File: src/hw/rtl/bee_pkg.sv
// ----------------------------------------------------------------------------
// bee_pkg
// Shared types and constants of the boolean expression evaluator: parser
// modes, operator and status codes, character codes and the stack frame.
// ----------------------------------------------------------------------------
package bee_pkg;

    // default sizes
    localparam int unsigned          NEST_DEPTH_DEF   = 16;
    localparam longint unsigned      MAX_POSITION_DEF = 64'd65535;

    // field widths
    localparam int unsigned CHAR_W   = 8;
    localparam int unsigned STATUS_W = 2;
    localparam int unsigned ERRPOS_W = 16;

    // parser mode
    typedef enum logic [1:0] {
        MODE_TERM = 2'd0,
        MODE_OPER = 2'd1,
        MODE_SKIP = 2'd2
    } mode_t;

    // pending binary operator
    typedef enum logic [1:0] {
        OP_NONE = 2'd0,
        OP_AND  = 2'd1,
        OP_OR   = 2'd2
    } op_t;

    // result status
    typedef enum logic [STATUS_W-1:0] {
        STATUS_OK     = 2'd0,
        STATUS_SYNTAX = 2'd1,
        STATUS_LIMIT  = 2'd2
    } status_t;

    // character codes
    localparam logic [CHAR_W-1:0] CH_NUL    = 8'h00;
    localparam logic [CHAR_W-1:0] CH_AND    = 8'h26;  // &
    localparam logic [CHAR_W-1:0] CH_OR     = 8'h7C;  // |
    localparam logic [CHAR_W-1:0] CH_OPEN   = 8'h28;  // (
    localparam logic [CHAR_W-1:0] CH_CLOSE  = 8'h29;  // )
    localparam logic [CHAR_W-1:0] CH_NOT    = 8'h21;  // !
    localparam logic [CHAR_W-1:0] CH_TRUE   = 8'h79;  // y
    localparam logic [CHAR_W-1:0] CH_FALSE  = 8'h6E;  // n

    // saved context of an enclosing parenthesis level
    typedef struct packed {
        logic negate;
        op_t  op;
        logic left;
    } frame_t;

endpackage

File: src/hw/rtl/boolean_expression_evaluator.sv
// ----------------------------------------------------------------------------
// boolean_expression_evaluator
// Streaming evaluator of y/n expressions with !, &, | and parentheses.
// ----------------------------------------------------------------------------
// Takes one character per clock cycle and keeps taking characters while a
// result waits at the output, as long as out_ready is high when out_valid is.
// Binary operators apply left to right with no precedence. A result (status,
// truth_value, error_position) appears in the cycle after the character that
// ends the top-level expression or that raises an error; characters after it
// are dropped up to the zero byte, which starts a new expression. Nesting
// frames live in a single-port-write memory with a registered read;
// the innermost frame is held in a register and the one below it is read
// ahead every cycle, with a write-to-read bypass, so that a ')' needs no
// wait. No clearing pass is needed after reset.
// ----------------------------------------------------------------------------
module boolean_expression_evaluator #(
    parameter int unsigned     NEST_DEPTH   = bee_pkg::NEST_DEPTH_DEF,
    parameter longint unsigned MAX_POSITION = bee_pkg::MAX_POSITION_DEF
) (
    input  logic                          clk,
    input  logic                          rst_n,
    input  logic                          in_valid,
    output logic                          in_ready,
    input  logic [bee_pkg::CHAR_W-1:0]    char_code,
    output logic                          out_valid,
    input  logic                          out_ready,
    output logic [bee_pkg::STATUS_W-1:0]  status,
    output logic                          truth_value,
    output logic [bee_pkg::ERRPOS_W-1:0]  error_position
);

    localparam int unsigned NW = $clog2(NEST_DEPTH + 1);
    localparam int unsigned AW = (NEST_DEPTH > 1) ? $clog2(NEST_DEPTH) : 1;
    localparam int unsigned PW = $clog2(MAX_POSITION + 64'd2);

    // parser state
    bee_pkg::mode_t     mode_reg, mode_next;
    logic [NW-1:0]      nest_reg, nest_next;
    logic               left_reg, left_next;
    bee_pkg::op_t       op_reg, op_next;
    logic               neg_reg, neg_next;
    logic [PW-1:0]      pos_reg, pos_next;
    bee_pkg::frame_t    top_reg, top_next;

    // frame memory and read-ahead of the frame below the top
    bee_pkg::frame_t    frame_mem [NEST_DEPTH];
    bee_pkg::frame_t    mem_q_reg;
    logic               fwd_reg;
    bee_pkg::frame_t    fwd_data_reg;
    bee_pkg::frame_t    below;
    logic               wr_en;
    logic [AW-1:0]      wr_addr;
    logic [AW-1:0]      rd_addr;

    // output register
    logic                          out_valid_reg;
    logic [bee_pkg::STATUS_W-1:0]  status_reg;
    logic                          truth_reg;
    logic [bee_pkg::ERRPOS_W-1:0]  errpos_reg;

    // decode
    logic               accept;
    logic               active;
    logic               len_ovf;
    logic               nest_full;
    logic               is_lit;
    logic               lit_val;
    logic               is_opchar;
    logic               emit;
    logic               restart;
    bee_pkg::status_t   emit_status;
    logic [63:0]        pos64;
    logic [bee_pkg::ERRPOS_W-1:0] pos_sat;
    logic               fin_left;
    logic               fin_val;
    bee_pkg::op_t       fin_op;
    logic               fin_neg;

    assign in_ready = !out_valid_reg || out_ready;
    assign accept   = in_valid && in_ready;

    assign active    = (mode_reg == bee_pkg::MODE_TERM) || (mode_reg == bee_pkg::MODE_OPER);
    assign pos64     = 64'(pos_reg);
    assign len_ovf   = pos64 > MAX_POSITION;
    assign pos_sat   = (pos64 > 64'hFFFF) ? {bee_pkg::ERRPOS_W{1'b1}}
                                          : pos64[bee_pkg::ERRPOS_W-1:0];
    assign nest_full = 32'(nest_reg) >= NEST_DEPTH;
    assign is_lit    = (char_code == bee_pkg::CH_TRUE) || (char_code == bee_pkg::CH_FALSE);
    assign lit_val   = (char_code == bee_pkg::CH_TRUE);
    assign is_opchar = (char_code == bee_pkg::CH_AND) || (char_code == bee_pkg::CH_OR);

    assign below = fwd_reg ? fwd_data_reg : mem_q_reg;

    // result decision for the current character
    always_comb
    begin
        emit        = 1'b0;
        emit_status = bee_pkg::STATUS_OK;
        if (active)
        begin
            if (len_ovf)
            begin
                emit        = 1'b1;
                emit_status = bee_pkg::STATUS_LIMIT;
            end
            else if (mode_reg == bee_pkg::MODE_TERM)
            begin
                if (char_code == bee_pkg::CH_OPEN)
                begin
                    emit        = nest_full;
                    emit_status = bee_pkg::STATUS_LIMIT;
                end
                else if (!is_lit && char_code != bee_pkg::CH_NOT)
                begin
                    emit        = 1'b1;
                    emit_status = bee_pkg::STATUS_SYNTAX;
                end
            end
            else if (!is_opchar)
            begin
                if (nest_reg == '0)
                begin
                    emit        = 1'b1;
                    emit_status = bee_pkg::STATUS_OK;
                end
                else if (char_code != bee_pkg::CH_CLOSE)
                begin
                    emit        = 1'b1;
                    emit_status = bee_pkg::STATUS_SYNTAX;
                end
            end
        end
    end

    assign restart = (char_code == bee_pkg::CH_NUL) && (!active || emit);

    // next parser mode
    always_comb
    begin
        mode_next = mode_reg;
        if (accept)
        begin
            if (restart)
                mode_next = bee_pkg::MODE_TERM;
            else if (emit)
                mode_next = bee_pkg::MODE_SKIP;
            else
            begin
                unique case (mode_reg)
                    bee_pkg::MODE_TERM:
                        if (is_lit)
                            mode_next = bee_pkg::MODE_OPER;
                    bee_pkg::MODE_OPER:
                        if (is_opchar)
                            mode_next = bee_pkg::MODE_TERM;
                    default:
                        mode_next = bee_pkg::MODE_SKIP;
                endcase
            end
        end
    end

    // term completion: parenthesis close restores the saved context first
    always_comb
    begin
        if (mode_reg == bee_pkg::MODE_OPER)
        begin
            fin_left = top_reg.left;
            fin_op   = top_reg.op;
            fin_neg  = top_reg.negate;
            fin_val  = left_reg;
        end
        else
        begin
            fin_left = left_reg;
            fin_op   = op_reg;
            fin_neg  = neg_reg;
            fin_val  = lit_val;
        end
    end

    // datapath and stack control
    always_comb
    begin
        nest_next = nest_reg;
        left_next = left_reg;
        op_next   = op_reg;
        neg_next  = neg_reg;
        pos_next  = pos_reg;
        top_next  = top_reg;
        wr_en     = 1'b0;
        wr_addr   = AW'(nest_reg - NW'(1));
        if (accept)
        begin
            if (restart)
            begin
                nest_next = '0;
                left_next = 1'b0;
                op_next   = bee_pkg::OP_NONE;
                neg_next  = 1'b0;
                pos_next  = '0;
            end
            else if (active && !emit)
            begin
                pos_next = pos_reg + PW'(1);
                case (mode_reg)
                    bee_pkg::MODE_TERM:
                    begin
                        if (char_code == bee_pkg::CH_NOT)
                            neg_next = !neg_reg;
                        else if (char_code == bee_pkg::CH_OPEN)
                        begin
                            wr_en     = (nest_reg != '0);
                            top_next  = '{negate: neg_reg, op: op_reg, left: left_reg};
                            nest_next = nest_reg + NW'(1);
                            left_next = 1'b0;
                            op_next   = bee_pkg::OP_NONE;
                            neg_next  = 1'b0;
                        end
                        else
                        begin
                            neg_next = 1'b0;
                            op_next  = bee_pkg::OP_NONE;
                            case (fin_op)
                                bee_pkg::OP_AND: left_next = fin_left & (fin_val ^ fin_neg);
                                bee_pkg::OP_OR:  left_next = fin_left | (fin_val ^ fin_neg);
                                default:         left_next = fin_val ^ fin_neg;
                            endcase
                        end
                    end
                    default:
                    begin
                        if (char_code == bee_pkg::CH_AND)
                            op_next = bee_pkg::OP_AND;
                        else if (char_code == bee_pkg::CH_OR)
                            op_next = bee_pkg::OP_OR;
                        else
                        begin
                            // close: pop the frame and finish the term
                            nest_next = nest_reg - NW'(1);
                            top_next  = below;
                            neg_next  = 1'b0;
                            op_next   = bee_pkg::OP_NONE;
                            case (fin_op)
                                bee_pkg::OP_AND: left_next = fin_left & (fin_val ^ fin_neg);
                                bee_pkg::OP_OR:  left_next = fin_left | (fin_val ^ fin_neg);
                                default:         left_next = fin_val ^ fin_neg;
                            endcase
                        end
                    end
                endcase
            end
        end
    end

    // read ahead the frame just below the next top
    assign rd_addr = AW'(nest_next - NW'(2));

    // frame memory
    always_ff @(posedge clk)
    begin
        if (wr_en)
            frame_mem[wr_addr] <= top_reg;
        mem_q_reg    <= frame_mem[rd_addr];
        fwd_data_reg <= top_reg;
    end

    // bypass flag for a read of the entry written in the same cycle
    always_ff @(posedge clk or negedge rst_n)
    begin
        if (!rst_n)
            fwd_reg <= 1'b0;
        else
            fwd_reg <= wr_en && (wr_addr == rd_addr);
    end

    // parser state registers
    always_ff @(posedge clk or negedge rst_n)
    begin
        if (!rst_n)
        begin
            mode_reg <= bee_pkg::MODE_TERM;
            nest_reg <= '0;
            left_reg <= 1'b0;
            op_reg   <= bee_pkg::OP_NONE;
            neg_reg  <= 1'b0;
            pos_reg  <= '0;
        end
        else
        begin
            mode_reg <= mode_next;
            nest_reg <= nest_next;
            left_reg <= left_next;
            op_reg   <= op_next;
            neg_reg  <= neg_next;
            pos_reg  <= pos_next;
        end
    end

    // innermost frame
    always_ff @(posedge clk)
    begin
        top_reg <= top_next;
    end

    // output transaction control
    always_ff @(posedge clk or negedge rst_n)
    begin
        if (!rst_n)
            out_valid_reg <= 1'b0;
        else if (accept && emit)
            out_valid_reg <= 1'b1;
        else if (out_ready)
            out_valid_reg <= 1'b0;
    end

    // output payload
    always_ff @(posedge clk)
    begin
        if (accept && emit)
        begin
            status_reg <= emit_status;
            truth_reg  <= (emit_status == bee_pkg::STATUS_OK) ? left_reg : 1'b0;
            errpos_reg <= (emit_status == bee_pkg::STATUS_OK) ? '0 : pos_sat;
        end
    end

    assign out_valid      = out_valid_reg;
    assign status         = status_reg;
    assign truth_value    = truth_reg;
    assign error_position = errpos_reg;

endmodule
File: config.mk
export PLATFORM = sky130hd
export DESIGN_NAME = boolean_expression_evaluator
export DESIGN_NICKNAME = d
export VERILOG_FILES = /design/src/hw/rtl/bee_pkg.sv /design/src/hw/rtl/boolean_expression_evaluator.sv
export SDC_FILE = /design/constraint.sdc
export NUM_CORES = 1
export LEC_CHECK = 0
export ABC_AREA = 1
export BUFFER_PORTS_ARGS = -buffer_cell sky130_fd_sc_hd__buf_2
export CORE_ASPECT_RATIO = 0.5
export CORE_UTILIZATION = 44
export DETAILED_ROUTE_END_ITERATION = 8
export HOLD_SLACK_MARGIN = 0.1
export SKIP_CTS_REPAIR_TIMING = 1
export SYNTH_ARGS = -nofsm -noshare
export SYNTH_HDL_FRONTEND = slang
export SYNTH_SLANG_ARGS = --single-unit
export TNS_END_PERCENT = 1
File: constraint.sdc
create_clock -name clk -period 6.5 [get_ports clk]
set_clock_uncertainty 0.15 [all_clocks]
set_input_delay 0.65 -clock clk [delete_from_list [all_inputs] [get_ports clk]]
set_output_delay 0.65 -clock clk [all_outputs]
set_load 0.03 [all_outputs]
# == Word level (Yosys, flattened, before mapping) ==
# Memories as Yosys holds them, arrays and structs flattened. A register that Yosys moved wholly into a read port is not among the register bits.
# Cells that the tools add are included.
# totals
reg_bits,57
mem_bits_ro,0
wordCells,150
inputBits,12
latchBits,0
memories,1
ramBits,64
out_inout_bits,21
# memory_table
name,depth,width,read_ports,rd_ports_with_merged_regs,wr,line,text
frame_mem,16,4,1,1,1,boolean_expression_evaluator.sv:46,bee_pkg::frame_t frame_mem [NEST_DEPTH];
# classes
bitwise,4
n_mux,72
n_reduce_logical,29
multipliers,0
shifts,0
order_cmp,2
eq_ne,21
addsub,4
div,0
# ops
op,n
$mux 5,8
$mux 1,38
$mux 17,2
$mux 2,15
$eq 8x6->1 const B,3
$eq 8x7->1 const B,3
$mux 4,6
$add 17x1->17 const B,1
$gt 17x16->1 const B,1
$mux 16,1
$ne 8x6->1 const B,2
$logic_not 8->1,1
$ne 4x4->1 const B,2
$reduce_and 7->1,1
$logic_and 1x1->1,6
$ne 2x1->1 const B,3
$ne 3x2->1 const B,2
$reduce_and 3->1,2
$add 5x1->5 const B,1
$ge 5x5->1 const B,1
$logic_not 1->1,5
$logic_not 5->1,1
$logic_or 1x1->1,5
$reduce_and 5->1,1
other kinds (18),21

# == Depth between registers and ports, before layout ==
# Gate-level depths: netlist of the first run.
# depth
word_depth,17
ltp_mapped,21
depth_no_buf,20

# == Worst setup path after synthesis of the first run ==
# Ideal clock, no wire load.
# synth_path
path_kind,reg-to-reg
from,reg pos_reg[0]
to,reg fwd_reg
required_time_ns,6.273
t_arrival_ns,3.097
setup_time_ns,0.077
path_stages_with_launch,19
path_slack_ns,3.175
synth_period_minus_slack_ns,3.325
n_path_buf,2
cell_sequence,dfrtp_1 -> ha_1 -> inv_1 -> nor3_1 -> nand3_1 -> nor3_1 -> ha_1 -> inv_1 -> nand2_2 -> nand4_2 -> nor2_4 -> a21oi_4 -> buf_6 -> ha_1 -> buf_2 -> clkinv_1 -> xor2_1 -> nand3_1 -> a21oi_1
# synth_via
elab_chain_len,11
word_cells_on_any_way,16
cone_classes,add/sub (1); order compare (1); eq/ne (1); mux (8); reduce/logical (5)
# synth_rtl
element,line,text
start: declaration,boolean_expression_evaluator.sv:42,"logic [PW-1:0] pos_reg, pos_next;"
start signal: assignment,boolean_expression_evaluator.sv:296,pos_reg <= pos_next;
$gt 17x16->1 (*),boolean_expression_evaluator.sv:84,assign len_ovf = pos64 > MAX_POSITION;
$mux 1 (*),boolean_expression_evaluator.sv:101,if (len_ovf)
$mux 1 (*),boolean_expression_evaluator.sv:99,if (active)
$logic_not 1->1,boolean_expression_evaluator.sv:203,else if (active && !emit)
$logic_and 1x1->1,boolean_expression_evaluator.sv:203,
$mux 5,boolean_expression_evaluator.sv:203,
$mux 5,boolean_expression_evaluator.sv:195,if (restart)
$mux 5,boolean_expression_evaluator.sv:193,if (accept)
$sub 4x2->4,boolean_expression_evaluator.sv:257,assign rd_addr = AW'(nest_next - NW'(2));
$eq 4x4->1,boolean_expression_evaluator.sv:274,fwd_reg <= wr_en && (wr_addr == rd_addr);
$logic_and 1x1->1 (*),boolean_expression_evaluator.sv:274,
end signal: assignment,boolean_expression_evaluator.sv:274,
end: declaration,boolean_expression_evaluator.sv:48,logic fwd_reg;
# Every way passes the cells marked *; elsewhere a longest branch is shown, timed or not.
# A chain may end at the register's enable or synchronous reset.

# == Worst setup path after layout of the first run ==
# layout_path
from,reg pos_reg[0]
to,"reg, netlist name mem_q_reg[0]"
# layout_via
elab_chain_len,9
word_cells_on_any_way,11
cone_classes,add/sub (1); order compare (1); mux (5); reduce/logical (4)
# layout_rtl
element,line
$gt 17x16->1 (*),boolean_expression_evaluator.sv:84
$mux 1 (*),boolean_expression_evaluator.sv:101
$mux 1 (*),boolean_expression_evaluator.sv:99
$logic_not 1->1,boolean_expression_evaluator.sv:203
$logic_and 1x1->1,boolean_expression_evaluator.sv:203
$mux 5,boolean_expression_evaluator.sv:203
$mux 5 (*),boolean_expression_evaluator.sv:195
$mux 5 (*),boolean_expression_evaluator.sv:193
$sub 4x2->4 (*),boolean_expression_evaluator.sv:257
# Marks and branches as above.

==> results of run 1 <==
-- worst max-delay path, delay by kind of cell (launching register included) --
family	cells	cell delay [ns]
buf+inv	3	0.35
simple gates	14	2.96
flops	1	0.40
fa+ha+maj	2	0.35
-- stage by stage --
| stage | area, um2 | total power (W) | setup WS (ns) | instances | util, % |
|---|---|---|---|---|---|
| 6_report | 7260 | 0.00236 | 2.16 | 933 | 52.6 |
| 5_1_grt | 7260 | 0.00246 | 1.72 | 933 | 52.6 |
| 4_1_cts | 7260 | 0.00237 | 2.21 | 933 | 52.6 |
| 3_5_place_dp | 6640 | 0.00137 | 2.24 | 901 | 48.1 |
| 3_3_place_gp | 6640 | 0.00137 | 2.46 | 901 | 48.1 |
| 2_1_floorplan | 6350 | 0.00127 | 3.18 | 692 | - |
-- cells in the mapped netlist, drive strengths merged (2+ instances only) --
| cell | count |
|---|---|
| nor3b | 2 |
| ha | 11 |
| o22ai | 5 |
| buf | 13 |
| nand4 | 6 |
| or2 | 2 |
| inv | 118 |
| a2111oi | 2 |
| dfrtp | 30 |
| o21ai | 24 |
| edfxtp | 87 |
| clkbuf | 4 |
| o211ai | 5 |
| nand3b | 12 |
| nand3 | 103 |
| dfxtp | 8 |
| nor2 | 70 |
| xor2 | 5 |
| a21oi | 29 |
| nor3 | 13 |
| a211oi | 2 |
| nand2 | 132 |
-- area by class of cell --
class,instances,area [um2]
clock buffers,17,425
clock inverters,15,195
fillers,1266,6550
inverters,119,447
multi-input cells,431,2260
flip-flops and latches,125,3520
well taps,192,240
repair buffers,34,175
-- worst max path at each step --
stage	from	endpoint	slack [ns]	cells after the start
floorplan	pos_reg[0]$_DFFE_PN0P_	fwd_reg$_DFF_PN0_	3.18	18
global placement	pos_reg[0]$_DFFE_PN0P_	mem_q_reg[0]$_DFF_P_	2.46	19
detailed placement	pos_reg[0]$_DFFE_PN0P_	mem_q_reg[0]$_DFF_P_	2.24	19
CTS	pos_reg[0]$_DFFE_PN0P_	mem_q_reg[1]$_DFF_P_	2.21	19
global route	pos_reg[0]$_DFFE_PN0P_	mem_q_reg[0]$_DFF_P_	1.72	18
finish	pos_reg[0]$_DFFE_PN0P_	mem_q_reg[0]$_DFF_P_	2.16	19
-- kinds of logic after synthesis --
family | count (synthesis) | synth area share [%]
buf+inv | 136 | 9.06
compound gates | 73 | 7.13
simple gates | 341 | 25.4
flops | 125 | 55.4
fa+ha+maj | 11 | 2.17
xor+xnor | 6 | 0.827
-- report_power, final --
part | internal, W | switching, W | total [W]
Sequential | 0.000927 | 0.0000243 | 0.000951
Combinational | 0.000112 | 0.000295 | 0.000406
Clock | 0.000640 | 0.000361 | 0.00100
-- metal layers --
| metal | vias to the layer above | share of wire, % | routed length (um) | GRT usage (%) |
|---|---|---|---|---|
| li1 | 2373 | - | - | - |
| met1 | 2302 | 49 | 7050 | 28.9 |
| met2 | 132 | 45 | 6520 | 32.9 |
| met3 | 21 | 5.0 | 723 | 4.63 |
| met4 | 0 | 1.4 | 199 | 6.60 |
| met5 | - | 0 | 0 | 0 |
==> results.sh, run 1 <==
export IMPL_critical_path_class="flop to flop"
export IMPL_hold_viol=0
export IMPL_netlist_area_um2=6350
export IMPL_fin_crit_ns=4.34
export IMPL_crit_arrival_ns=4.50
export IMPL_avgRoutedWirePerCell_um=15.5
export IMPL_gr_usage_all_layers_pct=20.9
export IMPL_synth_top_area_share_pct=41.1
export IMPL_crit_fanout=30
export IMPL_die_h_um=87.0
export IMPL_via_per_inst=5.17
export IMPL_drt_iter0_drc=447
export IMPL_htreeDepth=4
export IMPL_area_growth_pct=14.3
export IMPL_num_rows=30
export IMPL_gp_congestion=0.875
export IMPL_max_slew_worst_pin_slew_ns=1.12
export IMPL_hpwl_mm=9.82
export IMPL_worstReg2RegStart="pos_reg[0]$_DFFE_PN0P_"
export IMPL_drive_above_1_share_pct=13.6
export IMPL_cts_buffers=17
export IMPL_synth_area_leaders="edfxtp_1 41%, dfrtp_1 12%, nand3_1 8.0%"
export IMPL_setup_violations=0
export IMPL_yosys_area_top_type="edfxtp_1"
export IMPL_initial_core_util_pct=46.0
export IMPL_ff2ff_setup_slack_ns=2.16
export IMPL_report_final_slew_viol_count=0
export IMPL_worst_path_most_repeated_cell="nand3_1"
export IMPL_largest_reg_flops=64
export IMPL_grt_ovfl_total=0
export IMPL_antenna_found_initial=0
export IMPL_wirelength_mm=14.5
export IMPL_route_vias_total=4828
export IMPL_synth_seq_cells=125
export IMPL_grt_pass1_wl_mm=23.4
export IMPL_post_route_period_util_pct=66.8
export IMPL_rr_worst_depth=19
export IMPL_syn_area_per_cell_um2=9.18
export IMPL_crit_path_end_kind="flop"
export IMPL_cp_required_ns=6.65
export IMPL_maxCapViolations=0
export IMPL_yosysUniqueCellTypes=43
export IMPL_critPathMaxStageDelay_ns=0.71
export IMPL_ant_nets=0
export IMPL_diodes=0
export IMPL_dieArea_um2=15000
export IMPL_r2r_end="mem_q_reg[0]$_DFF_P_"
export IMPL_grt_pass1_vias=4516
export IMPL_p_leak_nw=3.12
export IMPL_synthesis_nets=715
export IMPL_nets=751
export IMPL_grt_max_degree=31
export IMPL_status="complete, no violations"
export IMPL_yosys_most_used_dff="edfxtp_1"
export IMPL_synth_seq_area_share_pct=55.4
export IMPL_fmax_mhz=230
export IMPL_drc=0
export IMPL_startpoint_type="flop"
export IMPL_irDropWorstVdd_uv=191
export IMPL_crit_path_top_delay_cell="nand2_1"
export IMPL_async_flop_share_pct=24.0
export IMPL_io_pins=33
export IMPL_cts_root_buf="clkbuf_16"
export IMPL_cp_cell_sequence="ha_1 -> inv_1 -> nor3_1 -> nand3_1 -> nor3_1 -> ha_1 -> inv_1 -> nand2_2 -> nand3_4 -> nand2_4 -> nand2_4 -> nand2_2 -> nand2_1 -> inv_2 -> nand2_1 -> nand3_1 -> nand3_1 -> nand3_1 -> nand2_1"
export IMPL_cts_max_path_buffers=2
export IMPL_cts_tree="built"
export IMPL_core_area_um2=13800
export IMPL_grt_setup_unrepaired="false"
export IMPL_holdWs_ns=0.139
export IMPL_powerDensity_nw_per_um2=325
export IMPL_clkLatencyLatePin_ns=0.42
export IMPL_first_pass_iters=5
export IMPL_dieWidth_um=172
export IMPL_placement_io_buffers=32
export IMPL_max_slew_margin_pct=25.0
export IMPL_synth_edf_count=87
export IMPL_final_common_cell="nand2_1"
export IMPL_clkSinkCount=125
export IMPL_syn_inst=692
export IMPL_hp_class="input port to async pin"
export IMPL_clk_pin_slew_worst_paths_ns=0.06
export IMPL_layout_common_cells="121 x nand2_1, 111 x inv_1, 101 x nand3_1"
export IMPL_finalSetupTns_ns=0
export IMPL_ys_warn_count=0
Power figures use the tool's default switching activity.
==> run 2, diff against run 1 <==
- clock period: 6.5 -> 4.5 ns (I/O delays scaled with it)
==> run 2 against run 1 <==
First-iteration DRC count shrank 13%; hold slack better by 0.052 ns; global-route usage increased by 0.27 points; largest power group is now registers; worst setup slack lost 1.7 ns; sequential share of layout area up 0.17 points; via count is 0.10% higher; total power up 38%; die area did not move; utilization decreased by 0.18 points; critical path type unchanged; design area decreased by 0.34%; sequential cell count unchanged.
==> results.sh, run 2 (synthesis gave the netlist of run 1 again) <==
export IMPL_io_pins=33
export IMPL_cts_tree="built"
export IMPL_power_switching_share_pct=30.4
export IMPL_p_leak_nw=3.10
export IMPL_report_final_slew_viol_count=0
export IMPL_fin_crit_ns=4.05
export IMPL_die_h_um=87.0
export IMPL_grt_max_degree=31
export IMPL_pwr_share_comb_pct=18.4
export IMPL_cts_root_buf="clkbuf_16"
export IMPL_clk_pin_slew_worst_paths_ns=0.06
export IMPL_setup_violations=0
export IMPL_layout_common_cells="121 x nand2_1, 111 x inv_1, 101 x nand3_1"
export IMPL_crit_path_end_kind="flop"
export IMPL_htreeDepth=4
export IMPL_power_net_switching_w=0.000987
export IMPL_largest_reg_flops=64
export IMPL_placement_io_buffers=32
export IMPL_fmax_mhz=247
export IMPL_route_vias_total=4833
export IMPL_crit_arrival_ns=4.23
export IMPL_ff2ff_setup_slack_ns=0.45
export IMPL_gp_congestion=0.857
export IMPL_max_slew_worst_pin_slew_ns=1.01
export IMPL_cp_required_ns=4.69
export IMPL_num_rows=30
export IMPL_diodes=0
export IMPL_hpwl_mm=10.1
export IMPL_drt_iter0_drc=390
export IMPL_critical_path_class="flop to flop"
export IMPL_holdWs_ns=0.191
export IMPL_grt_pass1_vias=4613
export IMPL_nets=757
export IMPL_max_slew_margin_pct=32.6
export IMPL_dieWidth_um=172
export IMPL_drive_above_1_share_pct=13.7
export IMPL_grt_pass1_wl_mm=23.5
export IMPL_wirelength_mm=14.6
export IMPL_maxCapViolations=0
export IMPL_powerDensity_nw_per_um2=449
export IMPL_clkLatencyLatePin_ns=0.42
export IMPL_core_area_um2=13800
export IMPL_design_area_um2=7240
export IMPL_placed_area_um2=6680
export IMPL_via_per_inst=5.15
export IMPL_gr_usage_all_layers_pct=21.2
export IMPL_crit_fanout=17
export IMPL_cts_max_path_buffers=2
export IMPL_finalSetupTns_ns=0
export IMPL_area_growth_pct=13.9
export IMPL_grt_ovfl_total=0
export IMPL_hp_class="input port to flop"
export IMPL_drc=0
export IMPL_cts_buffers=17
export IMPL_status="complete, no violations"
export IMPL_place_inst=906
export IMPL_power_frac_clock_pct=39.3
export IMPL_antenna_found_initial=0
export IMPL_irDropWorstVdd_uv=299
export IMPL_initial_core_util_pct=46.0
export IMPL_fin_cells=939
export IMPL_startpoint_type="flop"
export IMPL_final_common_cell="nand2_1"
export IMPL_first_pass_iters=5
export IMPL_ant_nets=0
export IMPL_clkSinkCount=125
export IMPL_intPower_w=0.00226
export IMPL_post_route_period_util_pct=89.9
export IMPL_final_util_pct=52.4
export IMPL_seqPwrFrac_pct=42.3
export IMPL_avgRoutedWirePerCell_um=15.6
export IMPL_grt_setup_unrepaired="false"
export IMPL_hold_viol=0
export IMPL_dieArea_um2=15000
-- run 2: cell types whose count changed in the layout (fill, tap and decap cells not counted), sizes merged --
cell / previous run / this run
inv: 119 / 121
clkinv: 10 / 7
clkinvlp: 1 / 4
buf: 34 / 39
clkbuf: 17 / 18
dlygate4sd3: 0 / 1
bufinv: 4 / 1
-- run 2: worst paths after layout --
path | start | endpoint | cells past startpoint
max | pos_reg[0]$_DFFE_PN0P_ | fwd_reg$_DFF_PN0_ | 16
min | out_ready | out_valid$_DFFE_PN0P_ | 4
max reg2reg | pos_reg[0]$_DFFE_PN0P_ | fwd_reg$_DFF_PN0_ | 16
min reg2reg | out_valid$_DFFE_PN0P_ | out_valid$_DFFE_PN0P_ | 2
max in group asynchronous | rst_n | pos_reg[14]$_DFFE_PN0P_ | 2
min in group asynchronous | rst_n | nest_reg[1]$_DFF_PN0_ | 2
-- run 2: critical path: stages, from the launching register on --
cell,delay [ns]
dfrtp_1,0.40
ha_1,0.19
inv_1,0.05
nor3_1,0.39
nand3_1,0.21
nor3_1,0.19
ha_1,0.17
inv_1,0.04
nand2_2,0.30
nand4_2,0.29
o22ai_1,0.27
inv_1,0.07
ha_1,0.48
clkinv_1,0.31
xor2_1,0.22
nand3_1,0.09
a21oi_1,0.14
-- run 2: final cells by class --
type,count,area (um2)
Inverter,119,447
Clock buffer,18,429
Sequential cell,125,3520
Clock inverter,14,119
Multi-Input combinational cell,431,2260
Tap cell,192,240
Fill cell,1264,6580
Timing Repair Buffer,40,223
-- run 2: metal layers --
metal | global-route usage, % | part of all wire (%)
met3 | 5.22 | 6.4
met1 | 28.5 | 47
met2 | 33.7 | 45
met5 | 0 | 0
met4 | 7.08 | 1.4
-- run 2: metrics by stage --
step	setup WS, ns	total power [W]
floorplan	1.18	0.00183
finish	0.454	0.00325
global route	0.0496	0.00339
global placement	0.696	0.00198
CTS	0.468	0.00327
detailed placement	0.479	0.00199
-- run 2: power by group through the flow --
stage	Sequential [W]	Combinational (W)	Clock [W]
floorplan	0.00148	0.000345	0
global placement	0.00140	0.000583	0
detailed placement	0.00140	0.000594	0
CTS	0.00138	0.000598	0.00129
global route	0.00138	0.000668	0.00134
finish	0.00138	0.000597	0.00128
